`src/hw/rtl/wsd_pkg.sv`:
```
package wsd_pkg;

   // Field widths
   localparam int WEIGHT_W    = 24;
   localparam int ATTEMPT_W   = 8;
   localparam int SPREAD_W    = 16;
   localparam int COUNT_CFG_W = 5;

   // Configuration port
   localparam int CSR_DATA_W  = 16;
   localparam int CSR_INDEX_W = 2;

   localparam logic [CSR_INDEX_W-1:0] CSR_AVERAGE_COUNT = 2'd0;
   localparam logic [CSR_INDEX_W-1:0] CSR_MAX_SPREAD    = 2'd1;
   localparam logic [CSR_INDEX_W-1:0] CSR_ATTEMPT_LIMIT = 2'd2;

   localparam logic [COUNT_CFG_W-1:0] AVERAGE_COUNT_RESET = 5'd5;
   localparam logic [SPREAD_W-1:0]    MAX_SPREAD_RESET    = 16'd24;
   localparam logic [ATTEMPT_W-1:0]   ATTEMPT_LIMIT_RESET = 8'd30;

   // Parameter defaults
   localparam int DEFAULT_WINDOW_DEPTH = 5;
   localparam int DEFAULT_MAX_AVERAGE  = 16;

   // Min scan seed: 9999 g in 1/16 g units
   localparam logic signed [WEIGHT_W-1:0] MIN_START = 24'sd159984;

   typedef struct packed {
      logic take;       // accumulate the accepted sample
      logic clear;      // start of measurement: clear ring and counters
      logic load;       // load divider from the group sum
      logic div_step;   // one restoring divide step
      logic win_write;  // store average, seed min/max scan
      logic scan_step;  // fold one ring entry into min/max
      logic emit;       // load the result word
   } wsd_cmd_type;

   typedef struct packed {
      logic group_done; // this sample completes the group
      logic div_last;   // final divide step
      logic scan_last;  // final ring entry
      logic stable;     // spread below threshold
      logic give_up;    // attempt limit reached
   } wsd_status_type;

endpackage

```
`src/hw/rtl/wsd_ctrl.sv`:
```
module wsd_ctrl (
   input  logic                    clock,
   input  logic                    reset,
   input  logic                    req_valid,
   input  logic                    req_start_measure,
   output logic                    req_stall,
   output logic                    rsp_valid,
   input  logic                    rsp_stall,
   input  wsd_pkg::wsd_status_type status,
   output wsd_pkg::wsd_cmd_type    cmd
);
   import wsd_pkg::*;

   localparam logic [2:0] S_IDLE   = 3'd0;
   localparam logic [2:0] S_LOAD   = 3'd1;
   localparam logic [2:0] S_DIV    = 3'd2;
   localparam logic [2:0] S_WRITE  = 3'd3;
   localparam logic [2:0] S_SCAN   = 3'd4;
   localparam logic [2:0] S_DECIDE = 3'd5;

   logic [2:0] state_ff, state_in;
   logic       measuring_ff, measuring_in;
   logic       rsp_valid_ff, rsp_valid_in;
   logic       accept;
   logic       out_busy;

   assign accept    = req_valid && (state_ff == S_IDLE);
   assign req_stall = (state_ff != S_IDLE);
   assign rsp_valid = rsp_valid_ff;
   assign out_busy  = rsp_valid_ff && rsp_stall;

   always_comb begin
      cmd          = '0;
      state_in     = state_ff;
      cmd.clear    = accept && req_start_measure;
      cmd.take     = accept && (req_start_measure || measuring_ff);
      case (state_ff)
         S_IDLE: begin
            if (cmd.take && status.group_done) state_in = S_LOAD;
         end
         S_LOAD: begin
            cmd.load = 1'b1;
            state_in = S_DIV;
         end
         S_DIV: begin
            cmd.div_step = 1'b1;
            if (status.div_last) state_in = S_WRITE;
         end
         S_WRITE: begin
            cmd.win_write = 1'b1;
            state_in      = S_SCAN;
         end
         S_SCAN: begin
            cmd.scan_step = 1'b1;
            if (status.scan_last) state_in = S_DECIDE;
         end
         S_DECIDE: begin
            if (status.stable || status.give_up) begin
               // hold here until the output register frees up
               if (!out_busy) begin
                  cmd.emit = 1'b1;
                  state_in = S_IDLE;
               end
            end else begin
               state_in = S_IDLE;
            end
         end
         default: state_in = S_IDLE;
      endcase
   end

   always_comb begin
      measuring_in = measuring_ff;
      if (cmd.clear) measuring_in = 1'b1;
      if (cmd.emit) measuring_in = 1'b0;
      rsp_valid_in = cmd.emit || out_busy;
   end

   always_ff @(posedge clock) begin
      if (reset) begin
         state_ff     <= S_IDLE;
         measuring_ff <= 1'b0;
         rsp_valid_ff <= 1'b0;
      end else begin
         state_ff     <= state_in;
         measuring_ff <= measuring_in;
         rsp_valid_ff <= rsp_valid_in;
      end
   end

   a_emit_ends_measurement: assert property (@(posedge clock) disable iff (reset)
      $rose(rsp_valid_ff) |-> (state_ff == S_IDLE) && !measuring_ff)
      else $error("result issued without ending the measurement");

   a_div_entry: assert property (@(posedge clock) disable iff (reset)
      (state_ff == S_DIV) && ($past(state_ff) != S_DIV) |-> ($past(state_ff) == S_LOAD))
      else $error("divider entered without a load");

endmodule

```
`src/hw/rtl/wsd_datapath.sv`:
```
module wsd_datapath #(
   parameter int WINDOW_DEPTH = wsd_pkg::DEFAULT_WINDOW_DEPTH,
   parameter int MAX_AVERAGE  = wsd_pkg::DEFAULT_MAX_AVERAGE
) (
   input  logic                                 clock,
   input  logic                                 reset,
   input  wsd_pkg::wsd_cmd_type                 cmd,
   output wsd_pkg::wsd_status_type              status,
   input  logic signed [wsd_pkg::WEIGHT_W-1:0]  req_weight_sample,
   input  logic [$clog2(MAX_AVERAGE+1)-1:0]     count_eff,
   input  logic [wsd_pkg::SPREAD_W-1:0]         max_spread,
   input  logic [wsd_pkg::ATTEMPT_W-1:0]        limit_eff,
   output logic signed [wsd_pkg::WEIGHT_W-1:0]  rsp_result_weight,
   output logic                                 rsp_settled,
   output logic [wsd_pkg::ATTEMPT_W-1:0]        rsp_attempts_used
);
   import wsd_pkg::*;

   localparam int CNT_W  = $clog2(MAX_AVERAGE + 1);
   localparam int SUM_W  = WEIGHT_W + $clog2(MAX_AVERAGE);
   localparam int DCNT_W = $clog2(SUM_W);
   localparam int IDX_W  = $clog2(WINDOW_DEPTH);
   localparam int CMP_W  = SUM_W + 2;
   localparam int MID_W  = SUM_W + 1;

   // group accumulation
   logic signed [SUM_W-1:0]    sum_ff, sum_in;
   logic [CNT_W-1:0]           taken_ff, taken_in, taken_next;
   logic signed [SUM_W-1:0]    sample_ext;

   // serial divider: quotient shifts in where the dividend shifts out
   logic [SUM_W-1:0]           quot_ff, quot_in;
   logic [CNT_W-1:0]           rem_ff, rem_in;
   logic                       neg_ff;
   logic [DCNT_W-1:0]          dcnt_ff, dcnt_in;
   logic [CNT_W:0]             rem_shift;
   logic                       rem_ge;
   logic [SUM_W-1:0]           sum_mag;
   logic [SUM_W-1:0]           quot_signed;
   logic signed [SUM_W-1:0]    avg;

   // ring and scan; entries keep the full sum width since a count lowered
   // mid-group can leave an average outside the 24-bit word range
   logic signed [SUM_W-1:0]    window_ff [WINDOW_DEPTH];
   logic [IDX_W-1:0]           slot_ff;
   logic [IDX_W-1:0]           scan_idx_ff;
   logic [ATTEMPT_W-1:0]       attempt_ff;
   logic signed [SUM_W-1:0]    lo_ff, hi_ff, entry;

   logic signed [CMP_W-1:0]    spread, thresh;
   logic signed [MID_W-1:0]    mid_sum;

   assign sample_ext = SUM_W'(req_weight_sample);
   assign taken_next = cmd.clear ? CNT_W'(1) : taken_ff + CNT_W'(1);

   always_comb begin
      sum_in   = sum_ff;
      taken_in = taken_ff;
      if (cmd.take) begin
         sum_in   = (cmd.clear ? '0 : sum_ff) + sample_ext;
         taken_in = taken_next;
      end
      if (cmd.load) begin
         sum_in   = '0;
         taken_in = '0;
      end
   end

   assign sum_mag   = sum_ff[SUM_W-1] ? unsigned'(-sum_ff) : unsigned'(sum_ff);
   assign rem_shift = {rem_ff, quot_ff[SUM_W-1]};
   assign rem_ge    = (rem_shift >= {1'b0, count_eff});

   always_comb begin
      quot_in = quot_ff;
      rem_in  = rem_ff;
      dcnt_in = dcnt_ff;
      if (cmd.load) begin
         quot_in = sum_mag;
         rem_in  = '0;
         dcnt_in = '0;
      end else if (cmd.div_step) begin
         quot_in = {quot_ff[SUM_W-2:0], rem_ge};
         rem_in  = rem_ge ? CNT_W'(rem_shift - {1'b0, count_eff}) : rem_shift[CNT_W-1:0];
         dcnt_in = dcnt_ff + DCNT_W'(1);
      end
   end

   // truncation toward zero: divide magnitudes, then restore the sign
   assign quot_signed = neg_ff ? (~quot_ff + SUM_W'(1)) : quot_ff;
   assign avg         = signed'(quot_signed);
   assign entry       = window_ff[scan_idx_ff];

   assign spread  = CMP_W'(hi_ff) - CMP_W'(lo_ff);
   assign thresh  = signed'(CMP_W'(max_spread));
   assign mid_sum = MID_W'(lo_ff) + MID_W'(hi_ff);

   assign status.group_done = (taken_next >= count_eff);
   assign status.div_last   = (dcnt_ff == DCNT_W'(SUM_W - 1));
   assign status.scan_last  = (scan_idx_ff == IDX_W'(WINDOW_DEPTH - 1));
   assign status.stable     = (spread < thresh);
   assign status.give_up    = (attempt_ff >= limit_eff);

   always_ff @(posedge clock) begin
      if (reset) begin
         sum_ff     <= '0;
         taken_ff   <= '0;
         slot_ff    <= '0;
         attempt_ff <= '0;
         for (int i = 0; i < WINDOW_DEPTH; i++) begin
            window_ff[i] <= '0;
         end
      end else begin
         sum_ff   <= sum_in;
         taken_ff <= taken_in;
         if (cmd.clear) begin
            slot_ff    <= '0;
            attempt_ff <= '0;
            for (int i = 0; i < WINDOW_DEPTH; i++) begin
               window_ff[i] <= '0;
            end
         end else if (cmd.win_write) begin
            window_ff[slot_ff] <= avg;
            slot_ff    <= (slot_ff == IDX_W'(WINDOW_DEPTH - 1)) ? '0 : slot_ff + IDX_W'(1);
            attempt_ff <= attempt_ff + ATTEMPT_W'(1);
         end
      end
   end

   always_ff @(posedge clock) begin
      quot_ff <= quot_in;
      rem_ff  <= rem_in;
      dcnt_ff <= dcnt_in;
      if (cmd.load) neg_ff <= sum_ff[SUM_W-1];
      if (cmd.win_write) begin
         lo_ff       <= SUM_W'(MIN_START);
         hi_ff       <= '0;
         scan_idx_ff <= '0;
      end else if (cmd.scan_step) begin
         if (entry < lo_ff) lo_ff <= entry;
         if (entry > hi_ff) hi_ff <= entry;
         scan_idx_ff <= scan_idx_ff + IDX_W'(1);
      end
      if (cmd.emit) begin
         // midpoint: arithmetic shift rounds toward minus infinity
         rsp_result_weight <= status.stable ? mid_sum[WEIGHT_W:1] : window_ff[0][WEIGHT_W-1:0];
         rsp_settled       <= status.stable;
         rsp_attempts_used <= attempt_ff;
      end
   end

   a_slot_in_range: assert property (@(posedge clock) disable iff (reset)
      slot_ff < IDX_W'(WINDOW_DEPTH - 1) || slot_ff == IDX_W'(WINDOW_DEPTH - 1))
      else $error("ring write slot past the last entry");

   a_emit_after_average: assert property (@(posedge clock) disable iff (reset)
      cmd.emit |-> attempt_ff != '0)
      else $error("result issued before any average was made");

endmodule

```
`src/hw/rtl/weight_stability_detector.sv`:
```
// Weight stability detector. Signed load-cell words (1/16 g) come in on req_; a word with
// req_start_measure set clears the ring and counters, starts a measurement and counts as its
// first sample. Words arriving while no measurement runs are dropped. Every average_count
// samples are summed and divided by the count (quotient truncated toward zero); the average
// goes into a WINDOW_DEPTH-entry ring and the ring is scanned for min (seeded at 9999 g) and
// max (seeded at 0). If max - min < max_spread, the midpoint (min + max) >>> 1 is returned
// with settled = 1; otherwise, once attempt_limit averages have been made, ring entry 0 is
// returned with settled = 0. Either result ends the measurement. Timing: a word that does
// not complete a group does not stall the next one. A word that completes a group holds off
// the next word while the restoring divider runs, one bit per cycle over SUM_W = 24 +
// clog2(MAX_AVERAGE) bits, and the ring is scanned, one entry per cycle; req_stall is high
// for all of that but the accepting cycle, and longer while an earlier result still waits.
// The result word sits in an output register, so input words keep being taken while it
// waits; a second result waits for the first to leave. The user must write the registers
// over csr_ only while the block is idle; the block itself does not enforce this. They are
// average_count (index 0, 0 acts as 1, values above MAX_AVERAGE saturate), max_spread
// (index 1) and attempt_limit (index 2, 0 acts as 1).
module weight_stability_detector #(
   parameter int WINDOW_DEPTH = wsd_pkg::DEFAULT_WINDOW_DEPTH,
   parameter int MAX_AVERAGE  = wsd_pkg::DEFAULT_MAX_AVERAGE
) (
   input  logic                                 clock,
   input  logic                                 reset,
   // sample channel
   input  logic                                 req_valid,
   output logic                                 req_stall,
   input  logic signed [wsd_pkg::WEIGHT_W-1:0]  req_weight_sample,
   input  logic                                 req_start_measure,
   // result channel
   output logic                                 rsp_valid,
   input  logic                                 rsp_stall,
   output logic signed [wsd_pkg::WEIGHT_W-1:0]  rsp_result_weight,
   output logic                                 rsp_settled,
   output logic [wsd_pkg::ATTEMPT_W-1:0]        rsp_attempts_used,
   // register write port
   input  logic                                 csr_write_enable,
   input  logic [wsd_pkg::CSR_INDEX_W-1:0]      csr_index,
   input  logic [wsd_pkg::CSR_DATA_W-1:0]       csr_write_data
);
   import wsd_pkg::*;

   localparam int CNT_W = $clog2(MAX_AVERAGE + 1);

   logic [COUNT_CFG_W-1:0] average_count_ff;
   logic [SPREAD_W-1:0]    max_spread_ff;
   logic [ATTEMPT_W-1:0]   attempt_limit_ff;

   logic [31:0]            count_wide;
   logic [CNT_W-1:0]       count_eff;
   logic [ATTEMPT_W-1:0]   limit_eff;

   wsd_cmd_type            cmd;
   wsd_status_type         status;

   // register file; writes to unused indexes are dropped
   always_ff @(posedge clock) begin
      if (reset) begin
         average_count_ff <= AVERAGE_COUNT_RESET;
         max_spread_ff    <= MAX_SPREAD_RESET;
         attempt_limit_ff <= ATTEMPT_LIMIT_RESET;
      end else if (csr_write_enable) begin
         case (csr_index)
            CSR_AVERAGE_COUNT: average_count_ff <= csr_write_data[COUNT_CFG_W-1:0];
            CSR_MAX_SPREAD:    max_spread_ff    <= csr_write_data[SPREAD_W-1:0];
            CSR_ATTEMPT_LIMIT: attempt_limit_ff <= csr_write_data[ATTEMPT_W-1:0];
            default: ;
         endcase
      end
   end

   // clamp the group size to 1..MAX_AVERAGE, the limit to at least 1
   assign count_wide = 32'(average_count_ff);

   always_comb begin
      if (count_wide == 32'd0) begin
         count_eff = CNT_W'(1);
      end else if (count_wide > 32'(MAX_AVERAGE)) begin
         count_eff = CNT_W'(MAX_AVERAGE);
      end else begin
         count_eff = count_wide[CNT_W-1:0];
      end
   end

   assign limit_eff = (attempt_limit_ff == '0) ? ATTEMPT_W'(1) : attempt_limit_ff;

   wsd_ctrl u_ctrl (
      .clock             (clock),
      .reset             (reset),
      .req_valid         (req_valid),
      .req_start_measure (req_start_measure),
      .req_stall         (req_stall),
      .rsp_valid         (rsp_valid),
      .rsp_stall         (rsp_stall),
      .status            (status),
      .cmd               (cmd)
   );

   wsd_datapath #(
      .WINDOW_DEPTH (WINDOW_DEPTH),
      .MAX_AVERAGE  (MAX_AVERAGE)
   ) u_datapath (
      .clock             (clock),
      .reset             (reset),
      .cmd               (cmd),
      .status            (status),
      .req_weight_sample (req_weight_sample),
      .count_eff         (count_eff),
      .max_spread        (max_spread_ff),
      .limit_eff         (limit_eff),
      .rsp_result_weight (rsp_result_weight),
      .rsp_settled       (rsp_settled),
      .rsp_attempts_used (rsp_attempts_used)
   );

endmodule

```
`config.mk`:
```
export PLATFORM = sky130hd
export DESIGN_NAME = weight_stability_detector
export DESIGN_NICKNAME = d
export VERILOG_FILES = /design/src/hw/rtl/wsd_pkg.sv /design/src/hw/rtl/wsd_ctrl.sv /design/src/hw/rtl/wsd_datapath.sv /design/src/hw/rtl/weight_stability_detector.sv
export SDC_FILE = /design/constraint.sdc
export NUM_CORES = 1
export LEC_CHECK = 0
export BUFFER_PORTS_ARGS = -buffer_cell sky130_fd_sc_hd__clkbuf_2
export CAP_MARGIN = 20
export CORE_ASPECT_RATIO = 1.2
export CORE_MARGIN = 3
export CORE_UTILIZATION = 45
export CTS_BUF_LIST = sky130_fd_sc_hd__clkbuf_8
export CTS_CLUSTER_DIAMETER = 150
export DETAILED_ROUTE_END_ITERATION = 12
export HOLD_SLACK_MARGIN = 0.08
export SLEW_MARGIN = 5
export SYNTH_ARGS = -nofsm -noshare
export SYNTH_HDL_FRONTEND = slang
export SYNTH_SLANG_ARGS = --single-unit
```
`constraint.sdc`:
```
create_clock -name clock -period 15.9 [get_ports clock]
set_input_delay 1.59 -clock clock [delete_from_list [all_inputs] [get_ports clock]]
set_output_delay 1.59 -clock clock [all_outputs]
set_load 0.01 [all_outputs]
```
==> Word level (Yosys, flattened, before mapping) <==
Memory sizes are Yosys's and may differ from the RTL's. A register that Yosys moved wholly into a read port is not among the register bits.
Cells that the tools add are included.
Widths: inputs -> output; s select.
{ "op_classes": {"addsub": 11, "n_lt_le_gt_ge": 7, "eq_ne": 14, "mux": 44, "bitwise_logic": 6, "reduce_logical": 24} }
{ "ops": {"columns": ["cell", "n"], "rows": [
  ["$mux 28", 11],
  ["$logic_not 32->1", 1],
  ["$lt 30x17->1", 1],
  ["$sub 28x28->29", 1],
  ["$add 28x1->28 const B", 1],
  ["$add 28x28->28", 1],
  ["$gt 28x28->1", 1],
  ["$lt 28x28->1", 1],
  ["$neg 28->28", 1],
  ["$not 28->28", 1],
  ["$reduce_or 28->1", 1],
  ["$mux 3", 9],
  ["$add 25x25->25", 1],
  ["$mux 24", 1],
  ["$mux 5", 4],
  ["$pmux 3 s6", 1],
  ["$mux 1", 17],
  ["$eq 3x3->1 const B", 4],
  ["$add 5x1->5 const B", 2],
  ["$reduce_and 2->1", 5],
  ["$add 8x1->8 const B", 1],
  ["$ge 8x8->1", 1],
  ["$logic_not 8->1", 1],
  ["$mux 8", 1],
  ["21 further kinds", 37]
]} }
{ "word_totals": {"reg_bits": 209, "ramBits": 140, "in_bits": 48, "output_inout_bits": 35, "mem_count": 1} }
{ "mem_list": {"columns": ["memory", "depth", "width", "rd", "rd_clocked_by_memory_dff", "wr", "line_no", "source"], "rows": [
  ["u_datapath.window_ff", 5, 28, 2, 1, 5, "wsd_datapath.sv:44", "logic signed [SUM_W-1:0] window_ff [WINDOW_DEPTH];"]
]} }

==> Depth between registers and ports, before layout <==
{ "depth": {"depth_word": 8, "ltp_mapped": 22, "ltp_nobuf": 20} }

==> Hierarchy <==
A second synthesis with hierarchy kept.
{ "unflattened": {"cells_unflattened": 2359, "hier_area_um2": 24897.6} }
{ "by_module_without_submodules": {"columns": ["mod", "instances", "cells_per_inst", "area_each_um2", "seq_area_each_um2"], "rows": [
  ["wsd_datapath", 1, 2182, 23186.0, 10910.5],
  ["weight_stability_detector", 1, 136, 1317.5, 580.6],
  ["wsd_ctrl", 1, 41, 394.1, 100.1]
]} }

==> Worst setup path before layout <==
OpenSTA, ideal clock, no wires.
{ "synth_path": {"path_kind": "register to register", "start": "reg u_datapath.hi_ff[0]", "end": "reg u_datapath.rsp_attempts_used[0] in the netlist's numbering, enable pin", "setup_time_ns": 0.423, "arrival_time_ns": 5.503, "required_ns": 15.477, "slack_ns": 9.973, "stages_incl_launch_ff": 21, "path_cell_list": "dfxtp_1 -> inv_1 -> ha_1 -> fa_1 -> nand2b_1 -> a211oi_1 -> o21a_1 -> o21ai_0 -> xnor2_1 -> ha_1 -> nand2_1 -> nor2_1 -> a2111oi_0 -> o21ai_0 -> a211oi_1 -> o2111ai_1 -> nor4b_1 -> nand4_1 -> o41ai_2 -> a211oi_1 -> nor2_1"} }
{ "synth_rtl": {"columns": ["element", "line_no", "source"], "rows": [
  ["start: declaration", "wsd_datapath.sv:48", "logic signed [SUM_W-1:0] lo_ff, hi_ff, entry;"],
  ["start signal: assignment", "wsd_datapath.sv:140", "if (entry > hi_ff) hi_ff <= entry;"],
  ["end signal: assignment", "wsd_datapath.sv:147", "rsp_attempts_used <= attempt_ff;"],
  ["end: declaration", "wsd_datapath.sv:15", "output logic [wsd_pkg::ATTEMPT_W-1:0] rsp_attempts_used"]
]} }

==> results_dict.tcl <==
set metrics [dict create \
    status "finished clean" \
    dp_cells 3108 \
    worst_slew_pin_slew_ns 0.937 \
    grt_start_max_net_pins 73 \
    drive_above_1_share_pct 12.5 \
    synth_top_family_by_area "simple AND/OR/NAND/NOR gates" \
    clk_latency_ns 0.64 \
    fin_cells 3246 \
    setup_viol 0 \
    coreArea_mm2 0.0539 \
    ys_types 66 \
    synthMuxAreaShare_pct 9.07 \
    cts_buffer_depth 3 \
    htree_levels 3 \
    start_util_pct 45.7 \
    postPlaceCellArea_mm2 0.0258 \
    nNetsFinal 2703 \
    synth_edf_count 286 \
    cts_tree "built" \
    synth-simple-area-share_pct 14.3 \
    area_delta_synth_final_pct 10.4 \
    synthArstFlopShare_pct 0 \
    grt_antenna_before_repair 1 \
    worstPathMaxFanout 50 \
    cts_resized 0 \
    startpoint_type "flip-flop" \
    hp-class "flip-flop to flip-flop" \
    clk_pin_slew_worst_paths_ns 0.06 \
    grt_pass1_wl_mm 96.2 \
    crit_required_ns 16.24 \
    synth_top_area_share_pct 34.9 \
    relSlewSlack_pct 37.3 \
    placementRows 93 \
    maxCapViolations 0 \
    cts_root_buf "clkbuf_8" \
    setup_tns_ns 0 \
    final.min_clock_period_ns 6.85 \
    syn_inst 2404 \
    gp_congestion 0.843 \
    rsz0062_at_grt "no" \
    grt_overflow_total 0 \
    numCtsBuffers 73 \
    final-hold-violation-count 0 \
    synth_area_per_cell_um2 10.3 \
    drtIter0Drc 1162 \
    portBuffers 82 \
    synth_compound_area_share_pct 11.2 \
    io_pins 83 \
    maxSlewViolCount 0 \
    finalInstanceArea_mm2 0.0272 \
    syn-num-nets 2633 \
    synth.cell_area_mm2 0.0246 \
    ant_nets 0 \
    synth_xor_area_share_pct 4.83 \
    synth_top_area_cell "edfxtp_1" \
    postCtsHoldBufs 0 \
    die_area_mm2 0.0576 \
    grt_pass1_vias 17950 \
    viasPerCell 5.45 \
    ys_seq_area_share_pct 47.0 \
    clkSinkCount 436 \
    synth_area_leaders "edfxtp_1, dfxtp_1, ha_1" \
    total_power_mw 4.89 \
    vdd_drop_max_mv 0.171 \
    drt_first_pass_iters 5 \
    synth-main-ff-cell "edfxtp_1" \
    wl_mm 60.8 \
    max_freq_mhz 146 \
    ys_ff_latch 436 \
    leakage_nw 11.4 \
    drc 0 \
    synthTopCellsByCount "edfxtp_1, nor2_1, nand2_1" \
    cp.arrival_ns 7.19 \
    synth_fa_ha_area_share_pct 9.31 \
    yosysMostFrequentCell "edfxtp_1" \
    crit_path_end_kind "flip-flop" \
    p_per_area_mw_per_mm2 180 \
    postCtsSetupBuffers 0 \
    dpl.hpwl_mm 42.7 \
    grt_use_total_pct 21.0 \
    wl_per_cell_um 18.7 \
    clock_skew_ns 0.0236 \
    period_share_pct 43.1 \
    ys_warn_count 0 \
    fillers 4879 \
    die_x_um 220 \
    crit_type "flip-flop to flip-flop" \
    die_h_um 262 \
    vias 17675 \
]
## power by group
part	internal [mW]	total [mW]	switching (mW)
sequential	1.47	1.63	0.157
combinational	0.923	2.31	1.39
clock	0.481	0.946	0.465
## critical path: stages, from the launching register on
cell	delay (ns)
dfxtp_1	0.40
inv_1	0.08
ha_1	0.21
fa_1	0.40
nand2b_1	0.19
a211oi_1	0.43
o21a_1	0.26
o21ai_0	0.18
xnor2_1	0.17
ha_1	0.30
nand2_1	0.07
nor2_1	0.04
a2111oi_0	0.35
o21ai_0	0.17
a211oi_1	0.51
o2111ai_1	0.19
nor4b_1	0.39
nand4_1	0.19
o41ai_4	0.32
buf_4	0.54
a211oi_1	0.25
nor2_4	0.60
buf_16	0.24
## final timing paths
check	startpoint	end	slack (ns)	depth (start not counted)
setup reg to reg	u_datapath.hi_ff[0]	u_datapath.rsp_result_weight[17]	9.05	22
hold reg to reg	max_spread_ff[5]	max_spread_ff[5]	0.46	2
setup / recovery	u_datapath.hi_ff[0]	u_datapath.rsp_result_weight[17]	9.05	22
hold / removal	max_spread_ff[5]	max_spread_ff[5]	0.46	2
## registers in the layout (all words and copies together) (netlist names), 8 cells and up, named ones only
| signal | flops |
|---|---|
| attempt_limit_ff | 8 |
| u_datapath.window_ff | 224 |
| u_datapath.rsp_result_weight | 24 |
| u_datapath.attempt_ff | 8 |
| u_datapath.rsp_attempts_used | 8 |
| u_datapath.lo_ff | 28 |
| max_spread_ff | 16 |
| u_datapath.quot_ff | 28 |
| u_datapath.hi_ff | 28 |
| u_datapath.sum_ff | 28 |
## layout by cell type, fill, tap and decap left out, types with 29 or more instances in the layout
| cell type | synthesis | layout |
|---|---|---|
| a21o_1 | 46 | 46 |
| a21oi_1 | 160 | 160 |
| and2_1 | 33 | 33 |
| clkbuf_2 | 0 | 82 |
| clkbuf_8 | 0 | 76 |
| dfxtp_1 | 150 | 148 |
| edfxtp_1 | 286 | 286 |
| ha_1 | 177 | 177 |
| inv_1 | 166 | 188 |
| mux2i_1 | 76 | 76 |
| mux4_2 | 56 | 56 |
| nand2_1 | 255 | 250 |
| nand2b_1 | 30 | 29 |
| nand4_1 | 31 | 31 |
| nor2_1 | 280 | 278 |
| o21ai_0 | 98 | 98 |
| xnor2_1 | 65 | 65 |
| xor2_1 | 69 | 69 |
## cells by family after synthesis
logic type	after synthesis
AOI/OAI and AO/OA	445
adders and majority gates	181
and+or+nand+nor	778
muxes	151
DFF	436
buffers and inverters	278
xor gates and xnor gates	135
## stage by stage
stage	setup slack [ns]	utilization, %	hold slack (ns)
after floorplan	9.97	-	0.406
after global placement	9.19	47.8	0.441
after detailed placement	8.99	47.8	0.448
after CTS	8.94	50.4	0.456
after global routing	8.71	50.5	0.485
final	9.05	50.5	0.456
## area by class of cell
cell class                 count  area, µm²  share of cell area [%]
antenna                        1       2.50                 0.00920
clock buffer                  76       1050                    3.85
clock inverter                58        317                    1.16
inverter                     166        623                    2.29
multi-input combinational   1690      12100                    44.4
sequential                   436      11600                    42.6
tap                          712        891                    3.28
timing repair buffer         107        646                    2.37
## metal layers
metal,up-vias,share of wire [%],GRT usage [%]
met5,-,0,0
met4,0,2.4,6.77
met3,86,4.1,2.96
met2,371,51,37.4
met1,8521,43,26.3
li1,8697,-,-
Note: power is estimated with default switching activity, not from simulation.
